--- config.mk ---
export PLATFORM = sky130hd
export DESIGN_NAME = drc_mul_cell
export DESIGN_NICKNAME = d
export VERILOG_FILES = /design/src/sv/difficulty_retarget_compact_assert.svh /design/src/sv/drc_pkg.sv /design/src/sv/drc_mul_cell.sv
export SDC_FILE = /design/constraint.sdc
export NUM_CORES = 1
export LEC_CHECK = 0
export ABC_AREA = 1
export BUFFER_PORTS_ARGS = -buffer_cell sky130_fd_sc_hd__buf_2
export CORE_AREA = 5 5 445 447
export DETAILED_ROUTE_END_ITERATION = 8
export DIE_AREA = 0 0 450 452
export PLACE_DENSITY = 0.55
export SYNTH_ARGS = -nofsm -noshare
export SYNTH_HDL_FRONTEND = slang
export SYNTH_SLANG_ARGS = --single-unit
--- constraint.sdc ---
create_clock -name clk_i -period 1.5 [get_ports clk_i]
set_input_delay 0.375 -clock clk_i [delete_from_list [all_inputs] [get_ports clk_i]]
set_output_delay 0.375 -clock clk_i [all_outputs]
set_load 0.005 [all_outputs]
--- src/sv/difficulty_retarget_compact_assert.svh ---
// -----------------------------------------------------------------------------
// Assertion macros for the compact retarget block
// Clocked property checks with and without reset gating.
// -----------------------------------------------------------------------------
`ifndef DIFFICULTY_RETARGET_COMPACT_ASSERT_SVH
`define DIFFICULTY_RETARGET_COMPACT_ASSERT_SVH

// check gated off while reset is asserted
`define DRC_CHECK(lbl, prop, msg) \
  lbl: assert property (@(posedge clk_i) disable iff (!rst_ni) (prop)) else $error(msg);

// check that holds through reset as well
`define DRC_CHECK_ALWAYS(lbl, prop, msg) \
  lbl: assert property (@(posedge clk_i) (prop)) else $error(msg);

`endif

--- src/sv/drc_pkg.sv ---
// -----------------------------------------------------------------------------
// drc_pkg
// Shared types and register codes of the compact retarget block.
// -----------------------------------------------------------------------------
package drc_pkg;

  localparam int unsigned IdxW = 3;

  localparam logic [IdxW-1:0] REG_NO_RETARGET = 3'd0;
  localparam logic [IdxW-1:0] REG_AVG_SPAN    = 3'd1;
  localparam logic [IdxW-1:0] REG_ADJ_UP      = 3'd2;
  localparam logic [IdxW-1:0] REG_ADJ_DOWN    = 3'd3;
  localparam logic [IdxW-1:0] REG_LIMIT3      = 3'd4;
  localparam logic [IdxW-1:0] REG_LIMIT2      = 3'd5;
  localparam logic [IdxW-1:0] REG_LIMIT1      = 3'd6;
  localparam logic [IdxW-1:0] REG_LIMIT0      = 3'd7;

  localparam logic [30:0] AVG_SPAN_RST = 31'd3000;
  localparam logic [6:0]  ADJ_UP_RST   = 7'd4;
  localparam logic [9:0]  ADJ_DOWN_RST = 10'd16;
  localparam logic [63:0] LIMIT3_RST   = 64'h0000_0FFF_FFFF_FFFF;
  localparam logic [63:0] LIMIT_RST    = 64'hFFFF_FFFF_FFFF_FFFF;

  localparam logic [7:0] PERCENT = 8'd100;

  // bypass flag and original word riding along with each transaction
  typedef struct packed {
    logic        bypass;
    logic [31:0] prev;
  } side_t;

endpackage

--- src/sv/drc_mul_cell.sv ---
// -----------------------------------------------------------------------------
// drc_mul_cell
// One shift-add step of the target by span multiply.
// -----------------------------------------------------------------------------
module drc_mul_cell #(
  parameter int unsigned W = 256,
  parameter int unsigned K = 0
) (
  input  logic             clk_i,
  input  logic             rst_ni,
  input  logic             en_i,
  input  logic             valid_i,
  input  drc_pkg::side_t   side_i,
  input  logic [W-1:0]     v_i,
  input  logic [31:0]      s_i,
  input  logic [W-1:0]     acc_i,
  output logic             valid_o,
  output drc_pkg::side_t   side_o,
  output logic [W-1:0]     v_o,
  output logic [31:0]      s_o,
  output logic [W-1:0]     acc_o
);

  logic [W-1:0] acc_d;

  assign acc_d = acc_i + (s_i[K] ? (v_i << K) : '0);

  always_ff @(posedge clk_i or negedge rst_ni) begin
    if (!rst_ni) begin
      valid_o <= 1'b0;
    end else if (en_i) begin
      valid_o <= valid_i;
    end
  end

  always_ff @(posedge clk_i) begin
    if (en_i) begin
      side_o <= side_i;
      v_o    <= v_i;
      s_o    <= s_i;
      acc_o  <= acc_d;
    end
  end

endmodule

==> impl_metrics.json <==
{
  "start_kind": "input pin",
  "avgSynthCellArea_um2": 6.05,
  "synth_cell_type_count": 32,
  "clock_skew_ns": 0,
  "min_period_over_period_pct": 174,
  "yosysSeqAreaShare_pct": 33.4,
  "final-hold-violation-count": 0,
  "cts_buffers": 76,
  "insertion_delay_ns": 0.71,
  "grt_pass1_wl_mm": 450,
  "fp.dieW_um": 450,
  "dr.pass1.iters": 7,
  "rsz0062_at_grt": "true",
  "cts_tree": "built",
  "irDropWorstVdd_uv": 855,
  "synthesis.instances": 8575,
  "max_slew_margin_pct": 58.9,
  "p_leak_nw": 48.4,
  "cp.arrival_ns": 3.08,
  "failed_checks": "setup timing",
  "core-area_mm2": 0.194,
  "grt_pass1_vias": 61694,
  "synth_area_leaders": "edfxtp_1, nand2_1, inv_1",
  "yosys.area.top_type_share_pct": 33.4,
  "ant_nets": 0,
  "nNetsFinal": 12473,
  "crit_start": "s_i[0]",
  "ys_ff_latch": 578,
  "areaGrowthSynthToFinish_pct": 73.0,
  "crit_fanout": 7,
  "wire_per_inst_um": 23.6,
  "endpoint": "acc_o[243]",
  "yosysTopAreaCell": "edfxtp_1",
  "fmaxAchievable_ghz": 0.382,
  "final_area_mm2": 0.0898,
  "globalRouteOverflowTotal": 0,
  "clock_sinks": 578,
  "setup_viol": 828,
  "cts_root_buf": "clkbuf_16",
  "final_cells": 14249,
  "p_per_area_mw_per_mm2": 750,
  "clkTransAtPathRegs_ns": 0.07,
  "via_count": 63277,
  "utilization_pct": 46.4,
  "r2r-end": "valid_o",
  "synth-main-ff-cell": "edfxtp_1",
  "grt_max_degree": 61,
  "syn_nets": 9412,
  "worstSetupEndpointType": "register",
  "num_rows": 162,
  "antenna_found_initial": 16,
  "r2r.worst_path.cells": 1,
  "clockBufferDepth": 3,
  "place_area_mm2": 0.0768,
  "grt_usage_pct": 30.9,
  "synth_area_mm2": 0.0519,
  "fin_ws_ns": -1.12,
  "via_per_inst": 4.44,
  "place_congestion": 1.02,
  "mostFrequentLayoutCell": "nand2_1",
  "finalCriticalPeriod_ns": 2.62,
  "dpl.cell_count": 13676,
  "die-area_mm2": 0.203,
  "ios": 1159,
  "htree_levels": 3,
  "remaining_drc_errors": 0,
  "dpl.hpwl_mm": 292,
  "rrSetupSlack_ns": 0.76,
  "status": "finished, violations left",
  "hp-class": "in2reg",
  "die_y_um": 452,
  "fill_cells": 20174,
  "synthArstFlopShare_pct": 0.173,
  "setup.worst_path.class": "in2reg",
  "drive_gt1_share_pct": 42.0,
  "drv_slew": 0,
  "port_buffers": 1158,
  "totalWireLength_mm": 336,
  "multiInputGateArea_mm2": 0.0354,
  "synth_edf_count": 577,
  "seqCellArea_mm2": 0.0174,
  "layout_common_cells": "nand2_1, inv_1, buf_4",
  "initial_core_util_pct": 26.8,
  "r2r-start": "valid_o",
  "holdPathStages": 2,
  "drtIter0Drc": 4212,
  "tightest_slew_ns": 0.617,
  "maxCapViolCount": 0,
  "yosys_warnings": 0,
  "worstPathRequired_ns": 1.96
}
==> cells by family after synthesis <==
kind of cell	count (synthesis)	share of synthesized area [%]
buf+inv	2404	17.4
simple gates	4965	38.5
mux	1	0.0217
xor+xnor	129	2.18
compound gates	242	2.36
flops	578	33.4
fa+ha+maj	256	6.18
==> cell type report <==
cell class / instances / area share (%)
well taps: 2542 / 3.54
diodes: 9 / 0.0251
repair buffers: 3011 / 24.8
clock inverters: 52 / 0.745
flip-flops and latches: 578 / 19.3
clock buffers: 88 / 2.17
inverters: 2376 / 9.96
multi-input cells: 5593 / 39.5
==> routing by layer <==
metal	wire length, µm	vias to the layer above	GRT usage [%]
li1	-	31236	-
met1	139000	29799	38.0
met2	165000	1831	55.5
met3	14900	407	3.57
met4	17100	4	11.8
met5	22	-	0
==> cells in the mapped netlist, types with 33 or more instances <==
master	count
a21oi_1	211
ha_1	255
nand2_2	33
nor3_1	49
nand4_1	51
nor2_2	131
edfxtp_1	577
inv_2	83
inv_1	2292
nand3_1	193
nand2_1	3799
xor2_1	128
nor2_1	631
==> stage by stage <==
stage                     TNS, ns  hold WS [ns]  power, mW  worst slack [ns]
final                     -293.95        0.0754       67.4             -1.12
after global routing      -340.12        0.0552       70.0             -1.16
after CTS                 -336.71        0.0170       65.6             -1.20
after detailed placement  -462.66         0.153       44.5             -2.29
after global placement    -459.96         0.149       44.4             -2.28
after floorplan           -190.53        0.0794       30.0            -0.917
==> state kept, by name, indices dropped and copies added (netlist names) <==
name / cells
acc_o: 256
s_o: 32
side_o: 33
v_o: 256
valid_o: 1
==> critical path: stages <==
cell and delay, ns:
clkbuf_16 0.18, buf_16 0.18, buf_16 0.17, buf_6 0.12, nand2_1 0.06, inv_2 0.05, ha_4 0.27, nand2_4 0.10
nor2_4 0.05, buf_4 0.15, buf_4 0.14, nand2_1 0.08, nand2_2 0.07, nand2_2 0.07, nand2_2 0.07, inv_1 0.07
nand2_2 0.10, nand2_2 0.11, nand2_4 0.08, a21oi_4 0.19, buf_4 0.13, nand2_1 0.04, nand2_1 0.05, nand2_1 0.08
==> worst min-delay path by stage <==
stage | startpoint | to
after floorplan | rst_ni | valid_o
after global placement | rst_ni | valid_o
after detailed placement | rst_ni | valid_o
after CTS | acc_i[1] | acc_o[1]
after global routing | acc_i[1] | acc_o[1]
final | acc_i[1] | acc_o[1]
==> power breakdown <==
part	leakage, nW	switching (mW)	total [mW]	internal (mW)
clock network	1.27	8.30	19.8	11.5
registers	5.66	0.963	21.0	20.0
logic	41.5	15.6	26.6	11.0
==> repair_timing <==
action,CTS,global route
setup endpoints to repair,826,828
gates resized for setup,261,1467
hold endpoints to repair,323,0
setup buffers,5,77
gates cloned,0,19
pin swaps,24,316
hold buffers,324,0
No activity file was read; power rests on OpenSTA's default activity.
