**config.mk**
```make
export PLATFORM = sky130hd
export DESIGN_NAME = drc_bounds
export DESIGN_NICKNAME = d
export VERILOG_FILES = /design/src/sv/difficulty_retarget_compact_assert.svh /design/src/sv/drc_pkg.sv /design/src/sv/drc_bounds.sv
export SDC_FILE = /design/constraint.sdc
export NUM_CORES = 2
export LEC_CHECK = 0
export BUFFER_PORTS_ARGS = -buffer_cell sky130_fd_sc_hd__clkbuf_2
export CAP_MARGIN = 20
export CORE_UTILIZATION = 30
export DETAILED_ROUTE_END_ITERATION = 10
export GPL_TIMING_DRIVEN = 0
export PLACE_DENSITY = 0.43
export SYNTH_ARGS = -nofsm -noshare
export SYNTH_HDL_FRONTEND = slang
export SYNTH_SLANG_ARGS = --single-unit
```
**constraint.sdc**
```tcl
create_clock -name clk_i -period 12.45 [get_ports clk_i]
set_input_delay 2.49 -clock clk_i [delete_from_list [all_inputs] [get_ports clk_i]]
set_output_delay 2.49 -clock clk_i [all_outputs]
set_load 0.05 [all_outputs]
```
**src/sv/difficulty_retarget_compact_assert.svh**
```systemverilog
// -----------------------------------------------------------------------------
// Assertion macros for the compact retarget block
// Clocked property checks with and without reset gating.
// -----------------------------------------------------------------------------
`ifndef DIFFICULTY_RETARGET_COMPACT_ASSERT_SVH
`define DIFFICULTY_RETARGET_COMPACT_ASSERT_SVH

// check gated off while reset is asserted
`define DRC_CHECK(lbl, prop, msg) \
  lbl: assert property (@(posedge clk_i) disable iff (!rst_ni) (prop)) else $error(msg);

// check that holds through reset as well
`define DRC_CHECK_ALWAYS(lbl, prop, msg) \
  lbl: assert property (@(posedge clk_i) (prop)) else $error(msg);

`endif

```
**src/sv/drc_pkg.sv**
```systemverilog
// -----------------------------------------------------------------------------
// drc_pkg
// Shared types and register codes of the compact retarget block.
// -----------------------------------------------------------------------------
package drc_pkg;

  localparam int unsigned IdxW = 3;

  localparam logic [IdxW-1:0] REG_NO_RETARGET = 3'd0;
  localparam logic [IdxW-1:0] REG_AVG_SPAN    = 3'd1;
  localparam logic [IdxW-1:0] REG_ADJ_UP      = 3'd2;
  localparam logic [IdxW-1:0] REG_ADJ_DOWN    = 3'd3;
  localparam logic [IdxW-1:0] REG_LIMIT3      = 3'd4;
  localparam logic [IdxW-1:0] REG_LIMIT2      = 3'd5;
  localparam logic [IdxW-1:0] REG_LIMIT1      = 3'd6;
  localparam logic [IdxW-1:0] REG_LIMIT0      = 3'd7;

  localparam logic [30:0] AVG_SPAN_RST = 31'd3000;
  localparam logic [6:0]  ADJ_UP_RST   = 7'd4;
  localparam logic [9:0]  ADJ_DOWN_RST = 10'd16;
  localparam logic [63:0] LIMIT3_RST   = 64'h0000_0FFF_FFFF_FFFF;
  localparam logic [63:0] LIMIT_RST    = 64'hFFFF_FFFF_FFFF_FFFF;

  localparam logic [7:0] PERCENT = 8'd100;

  // bypass flag and original word riding along with each transaction
  typedef struct packed {
    logic        bypass;
    logic [31:0] prev;
  } side_t;

endpackage

```
**src/sv/drc_bounds.sv**
```systemverilog
// -----------------------------------------------------------------------------
// drc_bounds
// Divide by 100 of the span bounds after a configuration change, by
// reciprocal multiplication over two halves of the product.
// -----------------------------------------------------------------------------
module drc_bounds (
  input  logic               clk_i,
  input  logic               rst_ni,
  input  logic               cfg_hit_i,
  input  logic [30:0]        avg_i,
  input  logic [6:0]         up_i,
  input  logic [9:0]         down_i,
  output logic               busy_o,
  output logic signed [63:0] lo_o,
  output logic signed [63:0] hi_o
);

  localparam int unsigned NumW  = 42;
  localparam int unsigned HalfW = 21;
  // floor(x / 100) = (x * Recip) >> 35 for any x below 2^28
  localparam logic [28:0] Recip = 29'd343597384;

  logic               load_q;
  logic               busy_q;
  logic               ph_q;
  logic               neg_q;
  logic [NumW-1:0]    lo_q, hi_q;
  logic [27:0]        curl_q, curh_q;

  logic signed [7:0]  up_fac;
  logic [10:0]        dn_fac;
  logic signed [39:0] lo_prod;
  logic [39:0]        lo_mag;
  logic [41:0]        hi_prod;
  logic [27:0]        nl, nh;
  logic [56:0]        prod_l, prod_h;
  logic [21:0]        ql, qh;
  logic [6:0]         rl, rh;

  assign up_fac  = $signed(drc_pkg::PERCENT) - $signed({1'b0, up_i});
  assign dn_fac  = {3'b0, drc_pkg::PERCENT} + {1'b0, down_i};
  assign lo_prod = $signed({9'b0, avg_i}) * 40'(up_fac);
  assign lo_mag  = lo_prod[39] ? 40'(-lo_prod) : lo_prod;
  assign hi_prod = {11'b0, avg_i} * {31'b0, dn_fac};

  assign nl     = ph_q ? curl_q : {7'b0, lo_q[NumW-1:HalfW]};
  assign nh     = ph_q ? curh_q : {7'b0, hi_q[NumW-1:HalfW]};
  assign prod_l = {29'b0, nl} * {28'b0, Recip};
  assign prod_h = {29'b0, nh} * {28'b0, Recip};
  assign ql     = prod_l[56:35];
  assign qh     = prod_h[56:35];
  assign rl     = nl[6:0] - 7'(ql[6:0] * 7'(drc_pkg::PERCENT));
  assign rh     = nh[6:0] - 7'(qh[6:0] * 7'(drc_pkg::PERCENT));

  always_ff @(posedge clk_i or negedge rst_ni) begin
    if (!rst_ni) begin
      load_q <= 1'b0;
      busy_q <= 1'b0;
      ph_q   <= 1'b0;
      neg_q  <= 1'b0;
      lo_q   <= 42'd2880;
      hi_q   <= 42'd3480;
      curl_q <= '0;
      curh_q <= '0;
    end else begin
      load_q <= cfg_hit_i;
      if (load_q) begin
        busy_q <= 1'b1;
        ph_q   <= 1'b0;
        neg_q  <= lo_prod[39];
        lo_q   <= {2'b0, lo_mag};
        hi_q   <= hi_prod;
      end else if (busy_q) begin
        if (!ph_q) begin
          lo_q[NumW-1:HalfW] <= ql[HalfW-1:0];
          hi_q[NumW-1:HalfW] <= qh[HalfW-1:0];
          curl_q             <= {rl, lo_q[HalfW-1:0]};
          curh_q             <= {rh, hi_q[HalfW-1:0]};
          ph_q               <= 1'b1;
        end else begin
          lo_q[HalfW-1:0] <= ql[HalfW-1:0];
          hi_q[HalfW-1:0] <= qh[HalfW-1:0];
          ph_q            <= 1'b0;
          busy_q          <= 1'b0;
        end
      end
    end
  end

  assign busy_o = load_q | busy_q;
  assign lo_o   = neg_q ? -$signed({22'b0, lo_q}) : $signed({22'b0, lo_q});
  assign hi_o   = $signed({22'b0, hi_q});

endmodule

```
==> impl_metrics.csv <==
group,metric,value,unit
clocking,path_clk_slew,0.06,ns
final_layout,final_common_cell,"inv_1",
clocking,cts_tree,"built",
setup_path,max_stage_delay,1.08,ns
setup_path,endpoint_kind,"flip-flop",
floorplanning,die_width,414,um
setup_path,rr_startpoint,"ph_q$_DFFE_PN0P_",
logic_synthesis,ys_seq_area_frac,0.0709,
placed_design,hpwl,151000,um
logic_synthesis,yosys-top-cells-area,"fa_1 (37%), ha_1 (19%), inv_1 (8.5%)",
logic_synthesis,synthFlopType,"dfrtp_1",
route,routedWlPerCell,22.1,um
worst_hold_path,hold_path_class,"flip-flop to flip-flop",
placed_design,portBuffers,151,
setup_path,crit_end,"curl_q[27]$_DFFE_PN0P_",
logic_synthesis,ys_ff_latch,144,
global_route,grtUsageTotal,0.205,
global_route,grt_max_degree,99,
setup_path,cp_data_arrival_time,11.46,ns
clocking,clockBufferDepth,3,
setup_path,critPathKind,"flip-flop to flip-flop",
clocking,cts_max_level,4,
clocking,clock_latency,0.50,ns
global_route,grt_pass1_vias,40720,
sta,tns,0,ns
final_layout,areaGrowthSynthToFinish,8.64,%
floorplanning,die-area,0.172,mm2
logic_synthesis,yosysWarnings,0,
logic_synthesis,yosys.area.top_type,"fa_1",
logic_synthesis,synth_cells,5447,
job,cap_violations,0,
logic_synthesis,syn_avg_cell_area,9.37,um2
setup_path,slowest_stage,"a2111oi_0",
sta,finalSetupViolations,0,
route,postRouteAntennaNets,0,
clocking,clockRootBuffer,"clkbuf_16",
route,viasPerCell,4.76,
setup_path,r2r_slack,1.35,ns
sta,slew_violations,0,
logic_synthesis,synth-edff-count,0,
placed_design,gp_congestion,0.920,
sta,period_share,0.892,
logic_synthesis,yosys.area.top_type_share,0.375,
sta,relSlewSlack,0.187,
route,drtIter0Drc,2042,
global_route,grt_pass1_wl,265000,um
logic_synthesis,async_flop_share,1.00,
floorplanning,coreArea,0.168,mm2
final_layout,nets,7453,
final_layout,drive_above_1_share,0.0548,
route,finalWirelength,174000,um
clocking,cts_resized,0,
route,drc,0,
logic_synthesis,yosysUniqueCellTypes,96,
floorplanning,die_y,414,um
floorplanning,initial_utilization,0.304,
floorplanning,rows,150,
route,num_vias,37465,
setup_path,r2r-end,"curl_q[27]$_DFFE_PN0P_",
global_route,grt_overflow,0,
setup_path,reg2regPathDepth,31,
clocking,cts_buffers,25,
setup_path,startpoint_type,"flip-flop",
sta,rsz0062_at_grt,"no",
outcome,status,"finished clean",
sta,hold_viol_final,0,
floorplanning,io-pin-count,180,
clocking,cts_num_sinks,144,
sta,worst_pin_slew,1.21,ns
sta,clock.fmax,90.1,MHz
logic_synthesis,syn_area,0.0510,mm2
sta,finalClockSkew,0.0168,ns
setup_path,worstPathMaxFanout,10,
route,first_pass_iters,5,
clocking,postCtsSetupBuffers,0,
final_layout,final_cell_mix,"inv_1 (1161), fa_1 (955), ha_1 (795)",
clocking,cts-hold-fix-buffers,0,
setup_path,crit_required,12.80,ns
setup_path,startpoint,"ph_q$_DFFE_PN0P_",
global_route,antenna_found_initial,3,
sta,fin_crit,11.10,ns
[state kept, by name (all words and copies together), names as in the netlist]
register and flops:
curh_q 28, lo_q 42, load_q 1, hi_q 42
ph_q 1, busy_q 1, curl_q 28, neg_q 1
[critical path: cells and delay by family (launching register included)]
kind,cells,cell delay (ns)
AO/OA/AOI/OAI,6,2.51
XOR/XNOR,5,1.14
adder cells (fa/ha/maj),10,4.00
buffers and inverters,8,1.89
flip-flops,1,0.31
multiplexers,1,0.84
AND/OR/NAND/NOR,1,0.25
[cells by family after synthesis]
| family | share of synthesized area |
|---|---|
| DFF | 0.0709 |
| xor gates and xnor gates | 0.0376 |
| muxes | 0.0134 |
| and+or+nand+nor | 0.120 |
| adders and majority gates | 0.570 |
| other | 0.0000735 |
| buffers and inverters | 0.103 |
| AOI/OAI and AO/OA | 0.0851 |
[routing by layer]
metal  share of wire  wire, um  vias up  global-route usage
met1            0.46     79000    19178               0.274
li1                -         -    17510                   -
met2            0.49     85600      626               0.357
met5               0         0        -                   0
met3           0.023      3940      151             0.00905
met4           0.029      4980        0              0.0563
[through the flow]
stage               utilization  area [um2]  setup slack (ns)  hold WS, ns  std cells
floorplan                     -       51100              3.47        0.437       5468
global placement          0.325       54600              1.02        0.453       7823
detailed placement        0.326       54700              1.31        0.455       7829
CTS                       0.330       55400              1.40        0.471       7862
global route              0.330       55400             0.945        0.489       7863
finish                    0.330       55400              1.35        0.466       7864
[cell type report]
cell class                      instances  area, um2
Fill cell                           17684     113000
Tap cell                             2204       2760
Clock inverter                          3       42.5
Timing Repair Buffer                  157        852
Sequential cell                       144       3620
Clock buffer                           30        674
Multi-Input combinational cell       3953      42200
Buffer                                210        895
Inverter                             1161       4360
Antenna cell                            2       5.00
[worst min-delay path by stage]
stage / startpoint / endpoint / slack (ns) / cells past startpoint
final: curh_q[24]$_DFFE_PN0P_ / curh_q[24]$_DFFE_PN0P_ / 0.47 / 2
after global routing: curh_q[10]$_DFFE_PN0P_ / curh_q[10]$_DFFE_PN0P_ / 0.49 / 2
after CTS: curh_q[24]$_DFFE_PN0P_ / curh_q[24]$_DFFE_PN0P_ / 0.47 / 2
after detailed placement: curh_q[24]$_DFFE_PN0P_ / curh_q[24]$_DFFE_PN0P_ / 0.46 / 2
after global placement: curl_q[5]$_DFFE_PN0P_ / curl_q[5]$_DFFE_PN0P_ / 0.45 / 2
after floorplan: curh_q[24]$_DFFE_PN0P_ / curh_q[24]$_DFFE_PN0P_ / 0.44 / 2
[Yosys cell counts (27+ instances only)]
cell type and instances:
inv_1 1161, fa_1 955, ha_1 795, nand2_1 532, and2_1 281, a21oi_1 194
clkbuf_1 171, xnor2_1 147, nor2_1 139, dfrtp_1 134, o21ai_0 109, a21o_1 86
xor2_1 67, a211oi_1 52, nor2b_1 51, nand2b_1 47, nand3_1 40, mux2_2 36
nor3_1 31, mux2i_1 28, nand4_1 27
Power is left out: the tool's default activity adds up to more than one toggle a clock period on the data nets, which glitch-free logic cannot reach.
