### config.mk
export PLATFORM = sky130hd
export DESIGN_NAME = drc_div_cell
export DESIGN_NICKNAME = d
export VERILOG_FILES = /design/src/sv/difficulty_retarget_compact_assert.svh /design/src/sv/drc_pkg.sv /design/src/sv/drc_div_cell.sv
export SDC_FILE = /design/constraint.sdc
export NUM_CORES = 1
export LEC_CHECK = 0
export BUFFER_PORTS_ARGS = -buffer_cell sky130_fd_sc_hd__buf_4
export CAP_MARGIN = 5
export CORE_AREA = 2 2 260 262
export DETAILED_ROUTE_END_ITERATION = 12
export DIE_AREA = 0 0 262 264
export SLEW_MARGIN = 10
export SYNTH_ARGS = -nofsm -noshare
export SYNTH_HDL_FRONTEND = slang
export SYNTH_SLANG_ARGS = --single-unit
### constraint.sdc
create_clock -name clk_i -period 0.9 [get_ports clk_i]
set_clock_uncertainty 0.05 [all_clocks]
set_input_delay 0.09 -clock clk_i [delete_from_list [all_inputs] [get_ports clk_i]]
set_output_delay 0.09 -clock clk_i [all_outputs]
set_load 0.03 [all_outputs]
### src/sv/difficulty_retarget_compact_assert.svh
// -----------------------------------------------------------------------------
// Assertion macros for the compact retarget block
// Clocked property checks with and without reset gating.
// -----------------------------------------------------------------------------
`ifndef DIFFICULTY_RETARGET_COMPACT_ASSERT_SVH
`define DIFFICULTY_RETARGET_COMPACT_ASSERT_SVH

// check gated off while reset is asserted
`define DRC_CHECK(lbl, prop, msg) \
  lbl: assert property (@(posedge clk_i) disable iff (!rst_ni) (prop)) else $error(msg);

// check that holds through reset as well
`define DRC_CHECK_ALWAYS(lbl, prop, msg) \
  lbl: assert property (@(posedge clk_i) (prop)) else $error(msg);

`endif

### src/sv/drc_pkg.sv
// -----------------------------------------------------------------------------
// drc_pkg
// Shared types and register codes of the compact retarget block.
// -----------------------------------------------------------------------------
package drc_pkg;

  localparam int unsigned IdxW = 3;

  localparam logic [IdxW-1:0] REG_NO_RETARGET = 3'd0;
  localparam logic [IdxW-1:0] REG_AVG_SPAN    = 3'd1;
  localparam logic [IdxW-1:0] REG_ADJ_UP      = 3'd2;
  localparam logic [IdxW-1:0] REG_ADJ_DOWN    = 3'd3;
  localparam logic [IdxW-1:0] REG_LIMIT3      = 3'd4;
  localparam logic [IdxW-1:0] REG_LIMIT2      = 3'd5;
  localparam logic [IdxW-1:0] REG_LIMIT1      = 3'd6;
  localparam logic [IdxW-1:0] REG_LIMIT0      = 3'd7;

  localparam logic [30:0] AVG_SPAN_RST = 31'd3000;
  localparam logic [6:0]  ADJ_UP_RST   = 7'd4;
  localparam logic [9:0]  ADJ_DOWN_RST = 10'd16;
  localparam logic [63:0] LIMIT3_RST   = 64'h0000_0FFF_FFFF_FFFF;
  localparam logic [63:0] LIMIT_RST    = 64'hFFFF_FFFF_FFFF_FFFF;

  localparam logic [7:0] PERCENT = 8'd100;

  // bypass flag and original word riding along with each transaction
  typedef struct packed {
    logic        bypass;
    logic [31:0] prev;
  } side_t;

endpackage

### src/sv/drc_div_cell.sv
// -----------------------------------------------------------------------------
// drc_div_cell
// One restoring step of the divide by the averaging timespan.
// -----------------------------------------------------------------------------
module drc_div_cell #(
  parameter int unsigned W = 256
) (
  input  logic             clk_i,
  input  logic             rst_ni,
  input  logic             en_i,
  input  logic [30:0]      d_i,
  input  logic             valid_i,
  input  drc_pkg::side_t   side_i,
  input  logic [W-1:0]     num_i,
  input  logic [30:0]      rem_i,
  output logic             valid_o,
  output drc_pkg::side_t   side_o,
  output logic [W-1:0]     num_o,
  output logic [30:0]      rem_o
);

  logic [31:0] r;
  logic [31:0] diff;
  logic        ge;

  assign r    = {rem_i, num_i[W-1]};
  assign ge   = r >= {1'b0, d_i};
  assign diff = r - {1'b0, d_i};

  always_ff @(posedge clk_i or negedge rst_ni) begin
    if (!rst_ni) begin
      valid_o <= 1'b0;
    end else if (en_i) begin
      valid_o <= valid_i;
    end
  end

  always_ff @(posedge clk_i) begin
    if (en_i) begin
      side_o <= side_i;
      num_o  <= {num_i[W-2:0], ge};
      rem_o  <= ge ? diff[30:0] : r[30:0];
    end
  end

endmodule

==> results.json, run 1 <==
{
  "relSlewSlack": 0.567,
  "startpoint_type": "input port",
  "initialDrtViolationCount": 731,
  "cts_tree": "yes",
  "fin_hold_ws_ps": -129,
  "peakVddDrop_uv": 986,
  "met3_usage": 0.0283,
  "grt_overflow_total": 0,
  "slew_violations": 0,
  "leakagePower_nw": 10.8,
  "fin_cells": 2732,
  "status": "finished with violations",
  "max_cap_viol_count": 0,
  "clock-sinks": 321,
  "min_path_type": "in -> reg",
  "final_nets": 2215,
  "antenna_left": 0,
  "synth_ff_type": "edfxtp_1",
  "area_growth_pct": 117,
  "dp.cells": 2320,
  "grt_antenna_before_repair": 4,
  "top_usage_layer": "met2",
  "via_count": 10766,
  "period_needed_ps": 1970,
  "syn_area_um2": 11900,
  "yosys.area.top_type": "edfxtp_1",
  "clock_power_share": 0.332,
  "yosys_warnings": 0,
  "grt_pass1_wl_um": 76500,
  "gp_congestion": 0.853,
  "grt_max_degree": 32,
  "cts_buffers": 37,
  "hold_viol_final": 1,
  "fin_setup_tns_ps": -136530,
  "finalCritPeriodShare": 2.18,
  "hpwl_um": 38600,
  "seq_area_frac_synth": 0.810,
  "synthCells": 631,
  "use_met1": 0.156,
  "seqPwrFrac": 0.409,
  "combPwrFrac": 0.260,
  "powerDensity_nw_per_um2": 1780,
  "fp-row-count": 95,
  "port_buffers": 675,
  "clk_latency_ps": 530,
  "cts_root_buf": "clkbuf_16",
  "hold-path-cell-count": 3,
  "met2_usage": 0.288,
  "async_reset_ff_frac": 0.00312,
  "fp.dieH_um": 264,
  "syn_area_per_cell_um2": 18.9,
  "synth_seq_cells": 321,
  "synth_top_cell_area_share": 0.808,
  "stdcell_area_um2": 25800,
  "p_int_mw": 33.0,
  "h-tree-depth": 2,
  "r2r_cells": 1,
  "grt_pass1_vias": 11718,
  "worstMarginPinSlew_ps": 643,
  "netlist_top_cells_area": "edfxtp_1 (81%), ha_1 (3.3%), mux2_4 (2.0%)",
  "crit_required_ps": 1120,
  "clockBufferDepth": 3,
  "ys_types": 55,
  "placed_cell_area_um2": 19500,
  "drc": 0,
  "dieArea_um2": 69200,
  "critPathMaxFanout": 6,
  "rsz0062_at_grt": "yes",
  "worstHoldStart": "num_i[255]",
  "fin_ws_ps": -1070,
  "drt_wl_total_um": 55500,
  "crit_arrival_ps": 2190,
  "power_switching_mw": 12.9,
  "p_sw_frac": 0.281,
  "synth_edf_count": 320,
  "violations": "negative hold slack, negative setup slack",
  "coreArea_um2": 66600,
  "r2r-start": "valid_o",
  "setup_viol_count_final": 356,
  "worst_setup_path_end_kind": "flip-flop",
  "reg2reg_slack_ps": 70,
  "drive_above_1_share": 0.550,
  "grt_usage": 0.149,
  "wl_per_cell_um": 20.3,
  "r2r-end": "valid_o",
  "setup.worst_path.class": "in -> reg",
  "vias_per_cell": 3.94,
  "syn-num-nets": 1018,
  "die_w_um": 262,
  "start_util": 0.179,
  "hold_end": "rem_o[0]",
  "io_pins": 676,
  "max_freq_mhz": 509,
  "first_pass_iters": 5,
  "clkTransAtPathRegs_ps": 60
}
==> critical path: stages <==
cell and delay [ps]:
buf_12 90, inv_12 30, ha_4 150, fa_2 360
nor2b_2 150, o21ai_2 80, a21oi_2 220, o21ai_4 120
nand3_2 100, o211a_4 200, nor2_8 40, inv_8 100
clkbuf_16 160, mux2_4 290
==> cell usage in the layout, fill, tap and decap left out, drive strengths merged, types with 17 or more instances in the layout <==
cell,count
clkbuf,44
a21oi,27
ha,31
mux2,22
buf,837
dlygate4sd3,323
clkinv,17
nand2,27
inv,44
o21ai,24
edfxtp,320
==> power groups by stage <==
stage          sequential [mW]  clock, mW  combinational [mW]
2_1_floorplan             21.3          0                1.64
3_3_place_gp              18.7          0                9.21
3_5_place_dp              18.7          0                9.29
4_1_cts                   18.7       15.6                11.6
5_1_grt                   18.8       16.1                12.4
6_report                  18.7       15.2                11.9
==> per-layer routing <==
metal  part of all wire  vias to the layer above  wire [um]
li1                   -                     4868          -
met1               0.35                     5323      19600
met2               0.54                      476      30200
met3              0.058                       99       3210
met4              0.044                        0       2450
met5                  0                        -          0
==> cell families (layout without fill, tap and decap cells) <==
| kind of cell | after synthesis | count (layout) | share of synthesized area |
|---|---|---|---|
| AO/OA/AOI/OAI | 109 | 109 | 0.0623 |
| flip-flops | 321 | 321 | 0.810 |
| multiplexers | 22 | 22 | 0.0259 |
| XOR/XNOR | 23 | 23 | 0.0169 |
| buffers and inverters | 44 | 1269 | 0.0163 |
| adder cells (fa/ha/maj) | 32 | 32 | 0.0343 |
| other | 0 | 3 | 0 |
| AND/OR/NAND/NOR | 80 | 80 | 0.0345 |
==> through the flow <==
stage / power, mW / util / hold slack, ps / worst slack, ps
3_3_place_gp: 27.9 / 0.293 / -182 / -1730
2_1_floorplan: 22.9 / - / -256 / -1450
4_1_cts: 45.9 / 0.383 / -168 / -1040
3_5_place_dp: 28.0 / 0.293 / -182 / -1780
5_1_grt: 47.4 / 0.388 / -144 / -1100
6_report: 45.8 / 0.388 / -129 / -1070
==> synthesized netlist by cell type, drive strengths merged (4+ instances only) <==
library cell    n
nand3          11
edfxtp        320
nor2           14
a21o           10
inv            41
mux2           22
nand2          27
a211oi          5
o31ai           5
and3            4
a21oi          27
xor2           12
nand4           5
o21a           10
o21ai          24
ha             31
xnor2          11
nor3            6
a311oi          4
a31oi           4
==> sequential cells by signal, summed over array words and instances (netlist names) <==
name     count
side_o      33
rem_o       31
num_o      256
valid_o      1
==> cell type report <==
class	instances	area [um^2]
timing repair buffer	1161	11000
tap	873	1090
inverter	41	181
antenna	3	7.51
clock inverter	24	234
clock buffer	43	968
fill	5990	40800
sequential	321	9640
multi-input combinational	266	2710
==> worst max-delay path by stage <==
stage | start | to | cells after the start
5_1_grt | num_i[255] | rem_o[30] | 13
3_5_place_dp | rem_i[13] | rem_o[3] | 11
6_report | num_i[255] | rem_o[17] | 14
2_1_floorplan | num_i[255] | rem_o[10] | 13
4_1_cts | d_i[1] | rem_o[21] | 14
3_3_place_gp | rem_i[3] | rem_o[5] | 11
==> timing repair <==
action	CTS	global route
hold buffers	322	2
pin swaps	30	21
setup endpoints to repair	353	356
gates resized for setup	393	48
hold endpoints to repair	324	5
setup buffers	11	11
gates cloned	1	1
Power figures use the tool's default switching activity.
==> run 2, diff against run 1 <==
clock period = 2 ns   (was 0.9 ns; I/O delays follow)
==> run 2 against run 1 <==
Compared with the run above:
- the flow finishes with violations (negative setup slack)
- global-route usage decreased by 0.91 points
- utilization decreased by 2.0 points
- sequential cell count unchanged
- non-clock buffer count decreased by 12
- setup slack improved by 950 ps
- sequential share of layout area increased by 2.1 points
- via count decreased by 2.4%
- clock power decreased by 53%
- largest cell class unchanged
- largest power group unchanged
- highest routed layer is now met5
==> results.json, run 2 (synthesis gave the netlist of run 1 again) <==
{
  "status": "finished with violations",
  "violations": "negative setup slack",
  "wl_per_cell_um": 18.9,
  "initialDrtViolationCount": 662,
  "die_w_um": 262,
  "grt_pass1_wl_um": 72200,
  "startpoint_type": "input port",
  "relSlewSlack": 0.695,
  "powerDensity_nw_per_um2": 834,
  "worst_setup_path_end_kind": "flip-flop",
  "fp-row-count": 95,
  "leakagePower_nw": 10.4,
  "place_ws_ps": -849,
  "drt_wl_total_um": 51300,
  "crit_arrival_ps": 2350,
  "clockBufferDepth": 3,
  "rsz0062_at_grt": "yes",
  "fin_ws_ps": -116,
  "drive_above_1_share": 0.539,
  "worstMarginPinSlew_ps": 453,
  "grt_antenna_before_repair": 5,
  "cts_root_buf": "clkbuf_16",
  "finalCritPeriodShare": 1.06,
  "antenna_left": 0,
  "grt_max_degree": 76,
  "coreArea_um2": 66600,
  "grt_usage": 0.140,
  "clk_latency_ps": 530,
  "critPathMaxFanout": 5,
  "most-common-layout-cells": "buf_4 (798), dlygate4sd3_1 (321), edfxtp_1 (320)",
  "hold_viol_final": 0,
  "crit_required_ps": 2240,
  "dp.cells": 2308,
  "start_util": 0.179,
  "port_buffers": 675,
  "vias_per_cell": 3.87,
  "largest_reg_flops": 256,
  "dieArea_um2": 69200,
  "max_freq_mhz": 473,
  "largest_registers": "num_o (256), side_o (33), rem_o (31)",
  "max_flop_register": "num_o",
  "cts_buffers": 36,
  "grt_pass1_vias": 11511,
  "io_pins": 676,
  "grt_overflow_total": 0,
  "layout_commonest_cell": "buf_4",
  "clkTransAtPathRegs_ps": 60,
  "cts_tree": "yes",
  "period_needed_ps": 2120,
  "setup_viol_count_final": 22,
  "fin_setup_tns_ps": -1230,
  "slew_violations": 0,
  "clock-sinks": 321,
  "min_path_type": "in -> reg",
  "first_pass_iters": 4,
  "max_cap_viol_count": 0,
  "setup.worst_path.class": "in -> reg",
  "fin_cells": 2719,
  "peakVddDrop_uv": 626,
  "final_nets": 2202,
  "reg2reg_slack_ps": 1210,
  "fp.dieH_um": 264,
  "area_growth_pct": 106,
  "drc": 0,
  "h-tree-depth": 2,
  "via_count": 10509,
  "gp_congestion": 0.867,
  "hpwl_um": 37600
}
## run 2: cell count changes in the layout (fill, tap and decap cells not counted), moves of 4 or more
cell	delta
buf_6	-323
mux2_4	-5
buf_4	+314
mux2_2	+5
bufinv_16	+4
## run 2: layout make-up
type                            count  area [um^2]
Antenna cell                        3         7.51
Clock buffer                       43          948
Clock inverter                     23          327
Fill cell                        6261        42100
Inverter                           41          179
Multi-Input combinational cell    266         2610
Sequential cell                   321         9630
Tap cell                          873         1090
Timing Repair Buffer             1149         9650
## run 2: metal layers
metal,global-route usage,vias up,share of wire
met2,0.253,447,0.51
li1,-,4852,-
met1,0.147,5104,0.36
met5,0,-,0.00053
met3,0.0392,102,0.077
met4,0.0738,4,0.054
## run 2: critical path: stages
cell,delay [ps]
buf_4,110
inv_2,70
ha_4,220
a21oi_4,130
o21ai_2,70
a21o_1,200
a2111oi_2,300
or3_4,200
nand2_4,60
nor2_8,130
clkinv_4,90
buf_12,140
buf_8,130
mux2_4,280
## run 2: through the flow
step | hold WS [ps] | util | instance area, um^2 | power (mW)
floorplan | -146 | - | 12200 | 10.3
global placement | -68.3 | 0.291 | 19400 | 12.5
detailed placement | -68.7 | 0.291 | 19400 | 12.6
CTS | 0.0732 | 0.366 | 24400 | 20.6
global route | 11.5 | 0.367 | 24400 | 21.2
finish | 48.7 | 0.367 | 24500 | 20.4
## run 2: repair_timing
item,CTS,global route
hold buffers,321,0
setup buffers,18,5
resized for setup,74,17
gates cloned,1,0
endpoints found under the setup margin,27,31
pin swaps,43,19
endpoints found under the hold margin,331,0
## run 2: final timing paths
check,start,endpoint,cells past startpoint
setup / recovery,d_i[17],rem_o[7],14
hold / removal,rem_i[12],rem_o[13],3
setup reg to reg,valid_o,valid_o,1
hold reg to reg,valid_o,valid_o,1
max in group asynchronous,rst_ni,valid_o,2
min in group asynchronous,rst_ni,valid_o,2
## run 2: where the power goes
part           leakage (nW)  switching, mW  total [mW]  internal [mW]
Combinational          6.60           2.54        4.89           2.35
Clock                 0.621           2.77        7.21           4.44
Sequential             3.14          0.220        8.31           8.09
